===== src/rtl/core/stt_pkg.sv =====
// Shared types, constants and helper functions for the source text tokenizer.
// No dependencies.
package stt_pkg;

  localparam int OFFSET_BITS = 24;
  localparam int LINE_W      = 20;
  localparam int COL_W       = 16;
  localparam int SPAN_W      = 16;
  localparam int KBUF_W      = 40;
  localparam int DATA_BITS   = 3 + LINE_W + COL_W + OFFSET_BITS + SPAN_W + 8;
  localparam int OUT_DATA_W  = ((DATA_BITS + 7) / 8) * 8;
  localparam int KIND_W      = 5;

  localparam logic [LINE_W-1:0]      LINE_MAX = '1;
  localparam logic [COL_W-1:0]       COL_MAX  = '1;
  localparam logic [SPAN_W-1:0]      SPAN_MAX = '1;
  localparam logic [OFFSET_BITS-1:0] OFF_MAX  = '1;

  typedef enum logic [KIND_W-1:0] {
    K_END     = 5'd0,
    K_IDENT   = 5'd1,
    K_LET     = 5'd2,
    K_PRINT   = 5'd3,
    K_INT     = 5'd4,
    K_CHARKW  = 5'd5,
    K_STR     = 5'd6,
    K_NUMBER  = 5'd7,
    K_SLASH   = 5'd8,
    K_CHARLIT = 5'd9,
    K_STRING  = 5'd10,
    K_COLON   = 5'd11,
    K_SEMI    = 5'd12,
    K_ASSIGN  = 5'd13,
    K_LPAREN  = 5'd14,
    K_RPAREN  = 5'd15,
    K_UNKNOWN = 5'd16,
    K_ERROR   = 5'd17
  } kind_t;

  typedef enum logic [2:0] {
    E_NONE       = 3'd0,
    E_CHAR_ESC   = 3'd1,
    E_CHAR_BAD   = 3'd2,
    E_STR_ESC    = 3'd3,
    E_STR_UNTERM = 3'd4
  } err_t;

  localparam logic [7:0] CH_NUL    = 8'h00;
  localparam logic [7:0] CH_LF     = 8'h0A;
  localparam logic [7:0] CH_CR     = 8'h0D;
  localparam logic [7:0] CH_SLASH  = 8'h2F;
  localparam logic [7:0] CH_QUOTE  = 8'h27;
  localparam logic [7:0] CH_DQUOTE = 8'h22;
  localparam logic [7:0] CH_BSLASH = 8'h5C;
  localparam logic [7:0] CH_COLON  = 8'h3A;
  localparam logic [7:0] CH_SEMI   = 8'h3B;
  localparam logic [7:0] CH_EQ     = 8'h3D;
  localparam logic [7:0] CH_LPAREN = 8'h28;
  localparam logic [7:0] CH_RPAREN = 8'h29;
  localparam logic [7:0] CH_DOT    = 8'h2E;

  // keyword text, first byte in the low bits
  localparam logic [23:0] KW_LET   = 24'h74656C;
  localparam logic [39:0] KW_PRINT = 40'h746E697270;
  localparam logic [23:0] KW_INT   = 24'h746E69;
  localparam logic [31:0] KW_CHAR  = 32'h72616863;
  localparam logic [23:0] KW_STR   = 24'h727473;

  typedef struct packed {
    logic [LINE_W-1:0]      line;
    logic [COL_W-1:0]       col;
    logic [OFFSET_BITS-1:0] off;
    logic [SPAN_W-1:0]      span;
  } pos_t;

  typedef struct packed {
    kind_t                  kind;
    err_t                   err;
    logic [LINE_W-1:0]      line;
    logic [COL_W-1:0]       col;
    logic [OFFSET_BITS-1:0] off;
    logic [SPAN_W-1:0]      span;
    logic [7:0]             cval;
    logic                   last;
  } item_t;

  function automatic logic is_space(logic [7:0] b);
    return b inside {8'h20, [8'h09:8'h0D]};
  endfunction

  function automatic logic is_alpha(logic [7:0] b);
    return b inside {[8'h61:8'h7A], [8'h41:8'h5A]};
  endfunction

  function automatic logic is_digit(logic [7:0] b);
    return b inside {[8'h30:8'h39]};
  endfunction

  function automatic logic is_break(logic [7:0] b);
    return b inside {CH_NUL, CH_LF, CH_CR};
  endfunction

  function automatic pos_t adv_pos(pos_t p, logic [7:0] b);
    pos_t q;
    q = p;
    if (p.off != OFF_MAX) q.off = p.off + 1'b1;
    if (b == CH_LF) begin
      if (p.line != LINE_MAX) q.line = p.line + 1'b1;
      q.col = COL_W'(1);
    end else if (p.col != COL_MAX) begin
      q.col = p.col + 1'b1;
    end
    if (p.span != SPAN_MAX) q.span = p.span + 1'b1;
    return q;
  endfunction

  function automatic kind_t ident_kind(logic [KBUF_W-1:0] kb, logic [SPAN_W-1:0] span);
    kind_t k;
    k = K_IDENT;
    if (span == SPAN_W'(3) && kb[23:0] == KW_LET) k = K_LET;
    else if (span == SPAN_W'(5) && kb[39:0] == KW_PRINT) k = K_PRINT;
    else if (span == SPAN_W'(3) && kb[23:0] == KW_INT) k = K_INT;
    else if (span == SPAN_W'(4) && kb[31:0] == KW_CHAR) k = K_CHARKW;
    else if (span == SPAN_W'(3) && kb[23:0] == KW_STR) k = K_STR;
    return k;
  endfunction

endpackage


===== src/rtl/core/source_text_tokenizer.sv =====
// Source text tokenizer: one byte in, up to two tokens out through a small queue.
// Tokens go into a registered result queue and are presented on out_* from its head.
// Throughput: one byte per cycle while the queue holds two tokens or fewer; a byte that
//   yields two tokens pushes both into a four-entry result queue behind the single output port.
// Reset (rst_n low, synchronous): scanner idle, line 1, column 1, offset 0, queue empty.
// Depends on stt_pkg.
module source_text_tokenizer (
  input  logic                              clk,
  input  logic                              rst_n,
  input  logic                              in_tvalid,
  output logic                              in_tready,
  input  logic [7:0]                        in_tdata,   // ch
  output logic                              out_tvalid,
  input  logic                              out_tready,
  // error_code, tok_line, tok_col, start_offset, span_length, char_value
  output logic [stt_pkg::OUT_DATA_W-1:0]    out_tdata,
  output logic [stt_pkg::KIND_W-1:0]        out_tuser,  // kind
  output logic                              out_tlast   // last
);

  typedef enum logic [8:0] {
    M_IDLE    = 9'b000000001,
    M_IDENT   = 9'b000000010,
    M_NUM     = 9'b000000100,
    M_SLASH   = 9'b000001000,
    M_COMMENT = 9'b000010000,
    M_CBODY   = 9'b000100000,
    M_CESC    = 9'b001000000,
    M_SBODY   = 9'b010000000,
    M_SESC    = 9'b100000000
  } mode_t;

  mode_t                              mode_r, mode_nxt;
  stt_pkg::pos_t                      cur_r, cur_nxt;
  logic [stt_pkg::LINE_W-1:0]         sline_r, sline_nxt;
  logic [stt_pkg::COL_W-1:0]          scol_r, scol_nxt;
  logic [stt_pkg::OFFSET_BITS-1:0]    spos_r, spos_nxt;
  logic [stt_pkg::KBUF_W-1:0]         kbuf_r, kbuf_nxt;
  logic [1:0]                         lcnt_r, lcnt_nxt;
  logic [7:0]                         fbyte_r, fbyte_nxt;

  stt_pkg::item_t                     q_r [4];
  logic [1:0]                         wr_ptr_r, rd_ptr_r;
  logic [2:0]                         cnt_r;

  logic                               acc, pop, rescan;
  logic                               emit_a, emit_b;
  stt_pkg::item_t                     item_a, item_b, item0, item1;
  logic [7:0]                         b;
  logic [1:0]                         n_push;

  assign b         = in_tdata;
  assign in_tready = (cnt_r <= 3'd2);
  assign acc       = in_tvalid && in_tready;
  assign pop       = out_tvalid && out_tready;

  function automatic stt_pkg::item_t mk_item(
    stt_pkg::kind_t k, stt_pkg::err_t e, logic [7:0] cv,
    logic [stt_pkg::LINE_W-1:0] l, logic [stt_pkg::COL_W-1:0] c,
    logic [stt_pkg::OFFSET_BITS-1:0] o, logic [stt_pkg::SPAN_W-1:0] s);
    stt_pkg::item_t it;
    it.kind = k;
    it.err  = e;
    it.line = l;
    it.col  = c;
    it.off  = o;
    it.span = s;
    it.cval = cv;
    it.last = 1'b1;
    return it;
  endfunction

  always_comb begin
    mode_nxt  = mode_r;
    cur_nxt   = cur_r;
    sline_nxt = sline_r;
    scol_nxt  = scol_r;
    spos_nxt  = spos_r;
    kbuf_nxt  = kbuf_r;
    lcnt_nxt  = lcnt_r;
    fbyte_nxt = fbyte_r;
    emit_a    = 1'b0;
    emit_b    = 1'b0;
    item_a    = '0;
    item_b    = '0;
    rescan    = 1'b0;
    if (acc) begin
      case (mode_r)
        M_IDENT: begin
          if (stt_pkg::is_alpha(b) || stt_pkg::is_digit(b)) begin
            if (cur_r.span < stt_pkg::SPAN_W'(5))
              kbuf_nxt[{cur_r.span[2:0], 3'b000} +: 8] = b;
            cur_nxt = stt_pkg::adv_pos(cur_r, b);
          end else begin
            emit_a = 1'b1;
            item_a = mk_item(stt_pkg::ident_kind(kbuf_r, cur_r.span), stt_pkg::E_NONE,
                             8'h00, sline_r, scol_r, spos_r, cur_r.span);
            rescan = 1'b1;
          end
        end
        M_NUM: begin
          if (stt_pkg::is_digit(b) || b == stt_pkg::CH_DOT) begin
            cur_nxt = stt_pkg::adv_pos(cur_r, b);
          end else begin
            emit_a = 1'b1;
            item_a = mk_item(stt_pkg::K_NUMBER, stt_pkg::E_NONE, 8'h00,
                             sline_r, scol_r, spos_r, cur_r.span);
            rescan = 1'b1;
          end
        end
        M_SLASH: begin
          if (b == stt_pkg::CH_SLASH) begin
            cur_nxt  = stt_pkg::adv_pos(cur_r, b);
            mode_nxt = M_COMMENT;
          end else begin
            emit_a = 1'b1;
            item_a = mk_item(stt_pkg::K_SLASH, stt_pkg::E_NONE, 8'h00,
                             sline_r, scol_r, spos_r, cur_r.span);
            rescan = 1'b1;
          end
        end
        M_COMMENT: begin
          if (b == stt_pkg::CH_NUL) begin
            emit_a = 1'b1;
            item_a = mk_item(stt_pkg::K_SLASH, stt_pkg::E_NONE, 8'h00,
                             sline_r, scol_r, spos_r, cur_r.span);
            rescan = 1'b1;
          end else if (stt_pkg::is_break(b)) begin
            rescan = 1'b1;
          end else begin
            cur_nxt = stt_pkg::adv_pos(cur_r, b);
          end
        end
        M_CBODY: begin
          if (stt_pkg::is_break(b)) begin
            emit_a = 1'b1;
            item_a = mk_item(stt_pkg::K_ERROR, stt_pkg::E_CHAR_BAD, 8'h00,
                             sline_r, scol_r, spos_r, cur_r.span);
            rescan = 1'b1;
          end else if (b == stt_pkg::CH_QUOTE) begin
            cur_nxt  = stt_pkg::adv_pos(cur_r, b);
            mode_nxt = M_IDLE;
            emit_a   = 1'b1;
            if (lcnt_r == 2'd1)
              item_a = mk_item(stt_pkg::K_CHARLIT, stt_pkg::E_NONE, fbyte_r,
                               sline_r, scol_r, spos_r, cur_nxt.span);
            else
              item_a = mk_item(stt_pkg::K_ERROR, stt_pkg::E_CHAR_BAD, 8'h00,
                               sline_r, scol_r, spos_r, cur_nxt.span);
          end else begin
            if (cur_r.span == stt_pkg::SPAN_W'(1)) fbyte_nxt = b;
            cur_nxt = stt_pkg::adv_pos(cur_r, b);
            if (b == stt_pkg::CH_BSLASH) mode_nxt = M_CESC;
            else if (lcnt_r != 2'd2) lcnt_nxt = lcnt_r + 2'd1;
          end
        end
        M_CESC: begin
          if (stt_pkg::is_break(b)) begin
            emit_a = 1'b1;
            item_a = mk_item(stt_pkg::K_ERROR, stt_pkg::E_CHAR_ESC, 8'h00,
                             sline_r, scol_r, spos_r, cur_r.span);
            rescan = 1'b1;
          end else begin
            cur_nxt = stt_pkg::adv_pos(cur_r, b);
            if (lcnt_r != 2'd2) lcnt_nxt = lcnt_r + 2'd1;
            mode_nxt = M_CBODY;
          end
        end
        M_SBODY: begin
          if (stt_pkg::is_break(b)) begin
            emit_a = 1'b1;
            item_a = mk_item(stt_pkg::K_ERROR, stt_pkg::E_STR_UNTERM, 8'h00,
                             sline_r, scol_r, spos_r, cur_r.span);
            rescan = 1'b1;
          end else if (b == stt_pkg::CH_DQUOTE) begin
            cur_nxt  = stt_pkg::adv_pos(cur_r, b);
            mode_nxt = M_IDLE;
            emit_a   = 1'b1;
            item_a   = mk_item(stt_pkg::K_STRING, stt_pkg::E_NONE, 8'h00,
                               sline_r, scol_r, spos_r, cur_nxt.span);
          end else begin
            cur_nxt = stt_pkg::adv_pos(cur_r, b);
            if (b == stt_pkg::CH_BSLASH) mode_nxt = M_SESC;
          end
        end
        M_SESC: begin
          if (stt_pkg::is_break(b)) begin
            emit_a = 1'b1;
            item_a = mk_item(stt_pkg::K_ERROR, stt_pkg::E_STR_ESC, 8'h00,
                             sline_r, scol_r, spos_r, cur_r.span);
            rescan = 1'b1;
          end else begin
            cur_nxt  = stt_pkg::adv_pos(cur_r, b);
            mode_nxt = M_SBODY;
          end
        end
        default: begin
          rescan = 1'b1;
        end
      endcase

      // fresh scan of the byte (idle, or a token just closed by it)
      if (rescan) begin
        mode_nxt = M_IDLE;
        if (stt_pkg::is_space(b)) begin
          cur_nxt = stt_pkg::adv_pos(cur_r, b);
        end else begin
          sline_nxt    = cur_r.line;
          scol_nxt     = cur_r.col;
          spos_nxt     = cur_r.off;
          cur_nxt.span = '0;
          kbuf_nxt     = '0;
          lcnt_nxt     = '0;
          fbyte_nxt    = '0;
          if (b == stt_pkg::CH_NUL) begin
            emit_b    = 1'b1;
            item_b    = mk_item(stt_pkg::K_END, stt_pkg::E_NONE, 8'h00,
                                cur_r.line, cur_r.col, cur_r.off, '0);
            cur_nxt.line = stt_pkg::LINE_W'(1);
            cur_nxt.col  = stt_pkg::COL_W'(1);
            cur_nxt.off  = '0;
            sline_nxt    = stt_pkg::LINE_W'(1);
            scol_nxt     = stt_pkg::COL_W'(1);
            spos_nxt     = '0;
          end else if (stt_pkg::is_alpha(b)) begin
            kbuf_nxt = stt_pkg::KBUF_W'(b);
            cur_nxt  = stt_pkg::adv_pos(cur_nxt, b);
            mode_nxt = M_IDENT;
          end else if (stt_pkg::is_digit(b) || b == stt_pkg::CH_DOT) begin
            cur_nxt  = stt_pkg::adv_pos(cur_nxt, b);
            mode_nxt = M_NUM;
          end else begin
            cur_nxt = stt_pkg::adv_pos(cur_nxt, b);
            case (b)
              stt_pkg::CH_SLASH:  mode_nxt = M_SLASH;
              stt_pkg::CH_QUOTE:  mode_nxt = M_CBODY;
              stt_pkg::CH_DQUOTE: mode_nxt = M_SBODY;
              default: begin
                emit_b = 1'b1;
                item_b = mk_item(stt_pkg::K_UNKNOWN, stt_pkg::E_NONE, 8'h00,
                                 cur_r.line, cur_r.col, cur_r.off, cur_nxt.span);
                case (b)
                  stt_pkg::CH_COLON:  item_b.kind = stt_pkg::K_COLON;
                  stt_pkg::CH_SEMI:   item_b.kind = stt_pkg::K_SEMI;
                  stt_pkg::CH_EQ:     item_b.kind = stt_pkg::K_ASSIGN;
                  stt_pkg::CH_LPAREN: item_b.kind = stt_pkg::K_LPAREN;
                  stt_pkg::CH_RPAREN: item_b.kind = stt_pkg::K_RPAREN;
                  default:            item_b.kind = stt_pkg::K_UNKNOWN;
                endcase
              end
            endcase
          end
        end
      end
    end
  end

  always_comb begin
    item0      = emit_a ? item_a : item_b;
    item0.last = !(emit_a && emit_b);
    item1      = item_b;
    n_push     = {1'b0, emit_a} + {1'b0, emit_b};
  end

  always_ff @(posedge clk) begin
    if (!rst_n) begin
      mode_r   <= M_IDLE;
      cur_r    <= '{line: stt_pkg::LINE_W'(1), col: stt_pkg::COL_W'(1), off: '0, span: '0};
      sline_r  <= stt_pkg::LINE_W'(1);
      scol_r   <= stt_pkg::COL_W'(1);
      spos_r   <= '0;
      kbuf_r   <= '0;
      lcnt_r   <= '0;
      fbyte_r  <= '0;
      wr_ptr_r <= '0;
      rd_ptr_r <= '0;
      cnt_r    <= '0;
    end else begin
      mode_r   <= mode_nxt;
      cur_r    <= cur_nxt;
      sline_r  <= sline_nxt;
      scol_r   <= scol_nxt;
      spos_r   <= spos_nxt;
      kbuf_r   <= kbuf_nxt;
      lcnt_r   <= lcnt_nxt;
      fbyte_r  <= fbyte_nxt;
      wr_ptr_r <= wr_ptr_r + n_push;
      if (pop) rd_ptr_r <= rd_ptr_r + 2'd1;
      cnt_r    <= cnt_r + {1'b0, n_push} - {2'b00, pop};
    end
  end

  always_ff @(posedge clk) begin
    if (n_push != 2'd0) q_r[wr_ptr_r] <= item0;
    if (n_push == 2'd2) q_r[wr_ptr_r + 2'd1] <= item1;
  end

  assign out_tvalid = (cnt_r != 3'd0);
  assign out_tuser  = q_r[rd_ptr_r].kind;
  assign out_tlast  = q_r[rd_ptr_r].last;
  assign out_tdata  = stt_pkg::OUT_DATA_W'({q_r[rd_ptr_r].cval, q_r[rd_ptr_r].span,
                                            q_r[rd_ptr_r].off, q_r[rd_ptr_r].col,
                                            q_r[rd_ptr_r].line, q_r[rd_ptr_r].err});

endmodule


===== config.mk =====
export PLATFORM = sky130hd
export DESIGN_NAME = source_text_tokenizer
export DESIGN_NICKNAME = d
export VERILOG_FILES = /design/src/rtl/core/stt_pkg.sv /design/src/rtl/core/source_text_tokenizer.sv
export SDC_FILE = /design/constraint.sdc
export NUM_CORES = 1
export LEC_CHECK = 0
export CAP_MARGIN = 20
export CORE_MARGIN = 5
export CORE_UTILIZATION = 45
export CTS_BUF_LIST = sky130_fd_sc_hd__clkbuf_4
export CTS_CLUSTER_SIZE = 12
export DETAILED_ROUTE_END_ITERATION = 8
export DONT_BUFFER_PORTS = 1
export PLACE_DENSITY = 0.62
export SLEW_MARGIN = 5
export SYNTH_ARGS = -nofsm -noshare
export SYNTH_HDL_FRONTEND = slang
export SYNTH_SLANG_ARGS = --single-unit

===== constraint.sdc =====
create_clock -name clk -period 7.42 [get_ports clk]
set_input_delay 0.371 -clock clk [delete_from_list [all_inputs] [get_ports clk]]
set_output_delay 0.371 -clock clk [all_outputs]
set_load 0.005 [all_outputs]

## Word level (Yosys, flattened, before mapping)

Memories as Yosys holds them, arrays and structs flattened. A register that Yosys moved wholly into a read port is not among the register bits.
Cells that the tools add are included.

- Bits in registers: 202
- Memory bits (writable): 372
- Input port bits: 12
- Word-level logic and storage cells: 240
- Memories: 1

Memory list:

| memory | words | bits a word | rd ports | clocked after memory_dff | wr ports | RTL line | RTL |
|---|---|---|---|---|---|---|---|
| q_r | 4 | 93 | 1 | 1 | 2 | source_text_tokenizer.sv:42 | `stt_pkg::item_t q_r [4];` |

- Add/subtract/negate cells: 15
- Magnitude comparators: 10
- Eq/ne operators: 52
- Shift-type cells: 2
- Multiplexer cells: 117
- Bitwise gates (word level): 1
- Reductions and logical operators: 28

Operators with widths:

| cell | number |
|---|---|
| 93-bit two-way mux | 15 |
| 93-bit one-hot mux with 8 select lines | 1 |
| 76-bit two-way mux | 8 |
| 76-bit one-hot mux with 5 select lines | 1 |
| 92-bit two-way mux | 3 |
| 40-bit two-way mux | 5 |
| 91-bit two-way mux | 2 |
| 20-bit two-way mux | 5 |
| 16-bit two-way mux | 6 |
| 8-bit two-way mux | 12 |
| 9-bit two-way mux | 10 |
| 8-bit by 6-bit equality test with 1-bit output (second input constant) | 10 |
| 24-bit by 23-bit equality test with 1-bit output (second input constant) | 3 |
| 24-bit two-way mux | 3 |
| 60-bit two-way mux | 1 |
| 16-bit by 1-bit adder with 16-bit output (second input constant) | 3 |
| 24-bit by 1-bit adder with 24-bit output (second input constant) | 2 |
| 16-bit != test (second input constant) | 3 |
| 24-bit != test (second input constant) | 2 |
| 9-bit one-hot mux with 5 select lines | 1 |
| 20-bit by 1-bit adder with 20-bit output (second input constant) | 2 |
| 40-bit bitwise mux | 1 |
| 40-bit by 39-bit equality test with 1-bit output (second input constant) | 1 |
| 20-bit != test (second input constant) | 2 |
| 58 further kinds | 123 |

## Depth between registers and ports, before layout

Gate-level depths: netlist of the first run.

- Depth in word-level cells: 13
- Gate-level depth with buffers: 22
- Depth with buffers taken out: 17

## Least setup slack after synthesis of the first run

OpenSTA, ideal clock, no wires.

- Path kind: input to register
- From: input in_tdata[6]
- To: memory q_r[1][0] (netlist bit) (enable)
- Data arrival time: 5,455 ps
- Data required time: 6,999 ps
- Path slack: 1,544 ps
- Cell stages on the path: 16
- Cell sequence: buf_6 -> nor4b_4 -> or4b_2 -> nand2_1 -> a21oi_1 -> or2_2 -> clkbuf_1 -> a21oi_1 -> clkbuf_1 -> ha_1 -> or3b_2 -> clkbuf_1 -> and2_1 -> clkbuf_1 -> clkbuf_1 -> inv_1

RTL lines:

| what | RTL line | RTL |
|---|---|---|
| start, declared | source_text_tokenizer.sv:12 | `input logic [7:0] in_tdata,` |
| end, declared | source_text_tokenizer.sv:42 |  |

==> results of run 1 <==
==> flip-flops by register name, indices dropped and copies added (netlist names), named ones only <==
name / cells
cnt_r: 3
cur_r: 76
fbyte_r: 8
kbuf_r: 40
lcnt_r: 2
mode_r: 9
q_r: 372
rd_ptr_r: 2
scol_r: 16
sline_r: 20
spos_r: 24
wr_ptr_r: 2
==> layer usage <==
layer / routed length (um) / vias up / GRT usage (%)
li1: - / 11405 / -
met1: 41880 / 13002 / 37.89
met2: 45170 / 1505 / 41.25
met3: 10630 / 215 / 6.821
met4: 2786 / 0 / 9.159
met5: 0 / - / 0
==> where the power goes <==
group / switching, uW / total [uW] / internal [uW]
logic: 1080 / 1630 / 554
registers: 213 / 3720 / 3510
clock network: 1430 / 2950 / 1520
total: 2720 / 8300 / 5590
==> tightest hold or removal path: cells and delay by family <==
family / cells / cell delay, ns
compound gates: 3 / 0.48
simple gates: 2 / 0.27
==> layout make-up <==
| type | count | share of cell area (%) |
|---|---|---|
| multi-input cells | 1980 | 44.49 |
| flip-flops and latches | 576 | 43.59 |
| clock buffers | 239 | 5.500 |
| well taps | 864 | 3.314 |
| repair buffers | 68 | 1.772 |
| clock inverters | 46 | 0.8553 |
| inverters | 38 | 0.4449 |
| diodes | 4 | 0.03068 |
==> metrics by stage <==
step	instances	setup slack (ns)	area, um^2
2_1_floorplan	2904	1.544	29980
3_3_place_gp	3508	1.219	30350
3_5_place_dp	3509	1.082	30360
4_1_cts	3809	1.029	32600
5_1_grt	3815	0.6260	32620
6_report	3815	0.9215	32620
==> worst paths after layout <==
path / to / depth (start not counted) / start
worst min-delay path: cur_r[13] / 5 / in_tdata[7]
worst max register to register: q_r[0][46] / 13 / mode_r[6]
worst min register to register: q_r[1][24] / 2 / q_r[1][24]
worst max-delay path: q_r[0][46] / 13 / mode_r[6]
==> cell usage after synthesis, types with 8 or more instances <==
cell type                  count
sky130_fd_sc_hd__clkbuf_1    275
sky130_fd_sc_hd__and3_1       31
sky130_fd_sc_hd__nand3_1      73
sky130_fd_sc_hd__nor4b_1       8
sky130_fd_sc_hd__buf_2        10
sky130_fd_sc_hd__or3_1        21
sky130_fd_sc_hd__a211oi_1     15
sky130_fd_sc_hd__and4_1       14
sky130_fd_sc_hd__nor4_1       23
sky130_fd_sc_hd__a41oi_1       8
sky130_fd_sc_hd__inv_1        37
sky130_fd_sc_hd__o31ai_1      18
sky130_fd_sc_hd__buf_1        18
sky130_fd_sc_hd__xnor2_1      19
sky130_fd_sc_hd__nand2b_1     11
sky130_fd_sc_hd__or4_1        16
sky130_fd_sc_hd__a22o_1       86
sky130_fd_sc_hd__nor2_1      273
sky130_fd_sc_hd__nor2b_1      18
sky130_fd_sc_hd__dfxtp_1     308
sky130_fd_sc_hd__or2_2         8
sky130_fd_sc_hd__nand4b_1     10
sky130_fd_sc_hd__nor3_1       62
sky130_fd_sc_hd__o211ai_1     18
sky130_fd_sc_hd__a22oi_1     116
sky130_fd_sc_hd__a31oi_1      34
sky130_fd_sc_hd__xor2_1       15
sky130_fd_sc_hd__a21oi_1     132
sky130_fd_sc_hd__a32o_1      243
sky130_fd_sc_hd__o21ai_1       8
sky130_fd_sc_hd__nand2_1     214
sky130_fd_sc_hd__edfxtp_1    268
sky130_fd_sc_hd__nand4_1      34
sky130_fd_sc_hd__mux2i_1      10
sky130_fd_sc_hd__ha_1         19
sky130_fd_sc_hd__o22ai_1      38
sky130_fd_sc_hd__o21ai_0     122
sky130_fd_sc_hd__mux4_2       93
sky130_fd_sc_hd__nand3b_1     14
sky130_fd_sc_hd__and2_1       24
==> repair_timing <==
action / 4_1_cts / 5_1_grt
resized for setup: 0 / 0
endpoints found under the hold margin: 177 / 0
hold buffers: 15 / 0
==> kinds of logic after synthesis <==
kind of cell / synth area share [%]
buf+inv: 4.549
simple gates: 14.55
fa+ha+maj: 0.8598
flops: 47.41
compound gates: 24.08
mux: 7.546
xor+xnor: 0.9934
other cells: 0.01251
==> results.txt, run 1 <==
----------------------------------------------------
[STA]
  Number of setup violations in the final report ... 0
  Clock period minus worst slack ... 6.498 ns
  Setup repair after global routing missed its margin ... false
  Largest clock skew in the final design ... 0.07907 ns
  Final Hold Vio Count ... 0
  Final clock period utilization by the worst path ... between 80 and 90%
  Max-slew headroom at the worst pin ... about a fifth
  Final Slew Violations ... 0
  Hold_ws ... 0.1139 ns
  Max frequency ... approximately 150 MHz
  Transition time at the pin with the least slew margin ... about 1.2 ns
  Final-layout setup total negative slack ... 0 ns

[Synth]
  Syn Std Cell Area ... 0.02998 mm^2
  Sequential element share of the synthesized area ... a little under half
  #FFs+latches synth ... 576
  Cell count after synthesis ... around 2900
  Most used DFF post-synth ... sky130_fd_sc_hd__dfxtp_1
  Cell taking the most area after synthesis ... sky130_fd_sc_hd__edfxtp_1
  Synth Net Count ... 2936
  Count of different cell masters after synthesis ... a little under 100
  Per-instance average area after synthesis ... a little over 10 um^2
  Top cells by area in the synthesized netlist ... sky130_fd_sc_hd__edfxtp_1 27%, sky130_fd_sc_hd__dfxtp_1 21%, sky130_fd_sc_hd__a32o_1 8.1%, sky130_fd_sc_hd__mux4_2 7.0%, sky130_fd_sc_hd__clkbuf_1 3.4%
  Post-synth EDFFs ... between 200 and 300
  Proportion of synthesized flip-flops having asynchronous set or reset ... 0%
  Count of warnings emitted by yosys ... 0
  Proportion of netlist area held by the largest area contributor ... 26.85%

[Run status]
  Outcome ... finished clean

[CTS]
  Num CTS Buffers ... approximately 160
  Longest Clk Path Bufs ... 3
  Later-pin clock latency in the skew report ... between 1 and 1.5 ns
  Buffers inserted by post-CTS timing repair ... 0
  CTS sink cnt ... around 580
  TritonCTS clock tree ... yes
  Clock transition at the register clock pins on the worst setup and hold paths after CTS ... about 0.070 ns
  H-tree depth ... 4
  CTS Root Buffer Type ... sky130_fd_sc_hd__clkbuf_4

[Finish]
  Area of combinational cells with multiple inputs ... ~0.015 mm^2
  Top library cells by usage in the layout, fill and taps aside ... 306 x sky130_fd_sc_hd__dfxtp_1, 268 x sky130_fd_sc_hd__edfxtp_1, 265 x sky130_fd_sc_hd__nor2_1
  Fraction of the core area covered by cells at the end of the flow ... 49.53%
  Fraction of layout cells with a size suffix above 1 ... between 10% and 20%
  Fill cell instance count of the final layout ... roughly 6100
  Most common cell after layout, fill and taps aside ... sky130_fd_sc_hd__dfxtp_1
  Synthesis-to-finish area growth ... 8.819%
  Final #Nets ... ~2900
  Sequential Area ... between 0.01 and 0.015 mm^2

[Critical path]
  Signal arrival time at the worst endpoint ... around 7.2 ns
  Nature of the critical path startpoint ... register
  Worst path cell trace ... nor4_1, nor2b_1, nand4_1, o211a_2, nand2_1, nand2_1, nor2_1, nand2_1, ha_1, or3_1, and2_1, inv_2, buf_4
  Sort of element at the end of the critical path ... register
  Most prevalent standard cell on the critical path ... sky130_fd_sc_hd__nand2_1
  Worst path top cell family by delay ... simple AND/OR/NAND/NOR gates
  Worst path bufs/invs ... 2
  CP peak stage delay ... 0.77 ns
  Slowest CP cell ... sky130_fd_sc_hd__inv_2
  Required time of the critical path ... just over 8 ns
  Flop-to-flop setup slack ... 0.92 ns
  Type of the worst setup path ... register to register
  Largest fanout of any net on the critical path ... 36

[Pwr]
  Pwr dens ... between 200 and 300 mW/mm^2
  Worst-case vdd ir drop ... roughly 0.0002 V
  Static Leakage ... 0.01030 uW
  Total design power ... between 8000 and 9000 uW

[Drt]
  Detailed-route wire length per cell ... 26.33 um
  Number of routed nets with antenna violations ... 0
  Final wirelength ... roughly 100000 um
  Number of vias in the routed layout ... 26127
  Count of unresolved DRC violations after routing ... 0
  1st-pass router iterations ... 9
  Mean number of vias per cell ... 6.848
  Detailed Route Iter0 Violations ... 3473

[Die]
  Cell Rows ... 94
  Die W ... roughly 270 um
  # IOs ... between 100 and 150
  Placeable core region ... roughly 0.066 mm^2
  Initial standard-cell utilization of the core ... 45.51%
  Floorplan die area ... 0.07188 mm^2
  Vertical die dimension ... approximately 270 um

[Placement]
  Final HPWL DP ... ~59000 um
  Count of buffers inserted at the top-level ports ... 0
  Final estimated routing congestion in global placement ... just under 1

[GRT]
  Overflow left after global routing ... 0
  Number of antenna violations at the first check in global routing ... 2
  Largest net degree at the start of global routing ... 88
  Number of global-route vias before repair ... 25071
  Global Route Usage Sum ... a little over a quarter
  Wire length of the first global-routing pass ... 152400 um

[Flow run]
  Max Cap Violations ... 0

[Min path]
  Class of the most critical hold timing path ... input port to register

----------------------------------------------------
Power figures use the tool's default switching activity.
==> run 2, diff against run 1 <==
--- a/config.mk
+++ b/config.mk
@@ -12,7 +12,7 @@
 export CTS_CLUSTER_SIZE = 12
 export DETAILED_ROUTE_END_ITERATION = 8
 export DONT_BUFFER_PORTS = 1
-export PLACE_DENSITY = 0.62
+export PLACE_DENSITY_LB_ADDON = 0.1
 export SLEW_MARGIN = 5
 export SYNTH_ARGS = -nofsm -noshare
 export SYNTH_HDL_FRONTEND = slang
==> run 2 against run 1 <==
Clock power increased by 3%. Clock skew increased by 0.022 ns. Worst hold slack improved by 0.011 ns. Critical endpoint is now q_r[3][57]. Via count decreased by 0.49%. Global-route usage increased by 1.1 points. Combinational power about the same. Non-clock buffer count increased by 8.
==> results.txt, run 2 (synthesized netlist as in run 1, its figures left out) <==
----------------------------------------------------
[Critical path]
  Signal arrival time at the worst endpoint ... 6.85 ns (-0.32 ns)
  Required time of the critical path ... 8.26 ns (+0.16 ns)
  Worst r2r path cells ... 16 (+3)
  Worst reg2reg endpoint ... q_r[3][57]
  Nature of the critical path startpoint ... input port
  Worst reg2reg path startpoint ... mode_r[5]
  Largest fanout of any net on the critical path ... 50 (+39%)
  Type of the worst setup path ... input port to register
  Sort of element at the end of the critical path ... register
  Flop-to-flop setup slack ... 1.41 ns (+0.49 ns)

[Finish]
  Fraction of layout cells with a size suffix above 1 ... 16.67% (+0.75 points)
  Count of non-filler cells in the finished layout ... 3824 (+0.24%)
  Fill cell instance count of the final layout ... 6122 (+0.84%)
  Most common cell after layout, fill and taps aside ... sky130_fd_sc_hd__dfxtp_1
  Fraction of the core area covered by cells at the end of the flow ... 49.73% (+0.20 points)
  Flip-flop count of the largest register, all copies and words added ... 372 (unchanged)
  Final #Nets ... 2863 (+0.35%)
  Area of combinational cells with multiple inputs ... 0.01451 mm^2 (about the same)
  Synthesis-to-finish area growth ... 9.258%
  Largest registers ... q_r x372, cur_r x76, kbuf_r x40
  Top library cells by usage in the layout, fill and taps aside ... 306 x sky130_fd_sc_hd__dfxtp_1, 268 x sky130_fd_sc_hd__edfxtp_1, 266 x sky130_fd_sc_hd__nor2_1
  Sequential Area ... 0.01422 mm^2 (unchanged)
  Register bank with the most flops ... q_r

[Pwr]
  Pwr dens ... 257.1 mW/mm^2 (+1.0%)
  Total design power ... 8420 uW (+1.4%)
  Static Leakage ... 0.01041 uW (+1.1%)
  Worst-case vdd ir drop ... 0.0001658 V (-19%)

[Placement]
  Final estimated routing congestion in global placement ... 0.9369 (-3.6%)
  Count of buffers inserted at the top-level ports ... 0 (unchanged)
  Final HPWL DP ... 62480 um (+5.3%)
  Placed Cells incl. Taps ... 3517 (+0.23%)
  Worst slack, placed ... 1.514 ns (+0.4326 ns)

[GRT]
  Wire length of the first global-routing pass ... 156000 um (+2.4%)
  Number of antenna violations at the first check in global routing ... 2 (unchanged)
  Number of global-route vias before repair ... 24970 (-0.40%)
  Global Route Usage Sum ... 28.10% (+1.1 points)
  Largest net degree at the start of global routing ... 97 (+10%)
  Overflow left after global routing ... 0 (unchanged)

[STA]
  Max-slew headroom at the worst pin ... 24.43% (+3.4 points)
  Max frequency ... 166.4 MHz (+8.1%)
  Setup repair after global routing missed its margin ... false
  Post-layout worst setup margin ... 1.411 ns (+0.4897 ns)
  Clock period minus worst slack ... 6.009 ns (-0.4897 ns)
  Largest clock skew in the final design ... 0.1010 ns (+0.02196 ns)
  Final Slew Violations ... 0 (unchanged)
  Final clock period utilization by the worst path ... 80.98% (-6.6 points)
  Final-layout setup total negative slack ... 0 ns (unchanged)
  Transition time at the pin with the least slew margin ... 1.125 ns (-0.05501 ns)
  Final Hold Vio Count ... 0 (unchanged)
  Number of setup violations in the final report ... 0 (unchanged)

[Drt]
  Count of unresolved DRC violations after routing ... 0 (unchanged)
  Number of vias in the routed layout ... 25998 (-0.49%)
  Top layer in use ... met4
  Detailed-route wire length per cell ... 26.99 um (+2.5%)
  Met2 WL ... 46600 um (+3.2%)
  Mean number of vias per cell ... 6.799 (-0.73%)
  Detailed Route Iter0 Violations ... 3160 (-9.0%)
  1st-pass router iterations ... 6 (-3)
  Routed length on met3 ... 10340 um (-2.7%)
  Number of routed nets with antenna violations ... 0 (unchanged)
  Met1 wire length ... 43780 um (+4.5%)
  Final wirelength ... 103200 um (+2.7%)

[CTS]
  TritonCTS clock tree ... yes
  Longest Clk Path Bufs ... 3 (unchanged)
  CTS sink cnt ... 576 (unchanged)
  Later-pin clock latency in the skew report ... 1.04 ns (-0.02 ns)
  Hold bufs inserted after CTS ... 14 (-1)
  H-tree depth ... 4 (unchanged)
  Num CTS Buffers ... 159 (+1.3%)
  Clock transition at the register clock pins on the worst setup and hold paths after CTS ... 0.06 ns (about the same)
  CTS Root Buffer Type ... sky130_fd_sc_hd__clkbuf_4
  Buffers inserted by post-CTS timing repair ... 0 (unchanged)
  Number of gates resized after cts ... 0 (unchanged)

[Min path]
  HP Start ... in_tdata[4]
  Class of the most critical hold timing path ... input port to register
  WHS Endpoint ... mode_r[2]
  WHS Path Cells ... 5 (unchanged)

[Die]
  Placeable core region ... 0.06586 mm^2 (unchanged)
  # IOs ... 108 (unchanged)
  Vertical die dimension ... 268.1 um (unchanged)
  Floorplan die area ... 0.07188 mm^2 (unchanged)
  Die W ... 268.1 um (unchanged)
  Initial standard-cell utilization of the core ... 45.51% (unchanged)
  Cell Rows ... 94 (unchanged)

[Flow run]
  Max Cap Violations ... 0 (unchanged)

[Run status]
  Outcome ... finished clean

----------------------------------------------------
[run 2: cell count changes in the layout (fill, tap and decap cells not counted), sizes merged]
cell	before	now
buf	52	61
bufinv	1	2
clkbuf	241	258
clkinv	35	21
clkinvlp	4	2
diode	4	2
dlygate4sd3	14	13
inv	44	45
[run 2: how the worst max path moves through the flow]
| stage | cells past startpoint | endpoint | from | slack (ns) |
|---|---|---|---|---|
| 2_1_floorplan | 16 | q_r[1][0] | in_tdata[6] | 1.54 |
| 3_3_place_gp | 17 | q_r[2][29] | mode_r[6] | 1.56 |
| 3_5_place_dp | 17 | q_r[2][76] | mode_r[6] | 1.51 |
| 4_1_cts | 17 | q_r[2][64] | mode_r[5] | 1.46 |
| 5_1_grt | 17 | q_r[2][59] | mode_r[5] | 1.01 |
| 6_report | 17 | q_r[3][57] | in_tdata[3] | 1.41 |
[run 2: layer usage]
layer  global-route usage [%]  vias to the layer above
li1                         -                    11447
met5                        0                        -
met1                    40.05                    12949
met4                    9.475                        0
met3                    6.739                      195
met2                    42.43                     1407
[run 2: cell type report]
class                           count  share of cell area, %
Inverter                           38                 0.4431
Clock inverter                     32                 0.6876
Timing Repair Buffer               76                  1.964
Multi-Input combinational cell   1980                  44.30
Tap cell                          864                  3.301
Sequential cell                   576                  43.42
Antenna cell                        2                0.01528
Clock buffer                      256                  5.868
[run 2: metrics by stage]
step	instance area (um^2)	hold WS (ns)
global route	32750	0.1137
floorplan	29980	0.4198
global placement	30420	0.4296
CTS	32730	0.006541
detailed placement	30420	0.4367
finish	32750	0.1249
[run 2: where the power goes]
part | total [uW] | leakage (uW) | switching, uW | internal [uW]
Sequential | 3730 | 0.00487 | 220 | 3510
Clock | 3040 | 0.00129 | 1410 | 1640
Combinational | 1650 | 0.00426 | 1090 | 559
Total | 8420 | 0.0104 | 2720 | 5700
[run 2: critical path, cell delays in order]
cell and delay, ns:
sky130_fd_sc_hd__dlygate4sd3_1 1.04, sky130_fd_sc_hd__nand2_1 0.16, sky130_fd_sc_hd__dlygate4sd3_1 0.61, sky130_fd_sc_hd__o221ai_1 0.32, sky130_fd_sc_hd__nand4_1 0.31, sky130_fd_sc_hd__o211a_2 0.22, sky130_fd_sc_hd__nand2_1 0.10, sky130_fd_sc_hd__nand2_1 0.06
sky130_fd_sc_hd__buf_4 0.24, sky130_fd_sc_hd__nor2_1 0.14, sky130_fd_sc_hd__nand2_1 0.35, sky130_fd_sc_hd__ha_1 0.42, sky130_fd_sc_hd__and3b_1 0.63, sky130_fd_sc_hd__nand2_1 0.21, sky130_fd_sc_hd__a21oi_4 0.56, sky130_fd_sc_hd__buf_4 0.80
sky130_fd_sc_hd__a32o_1 0.21
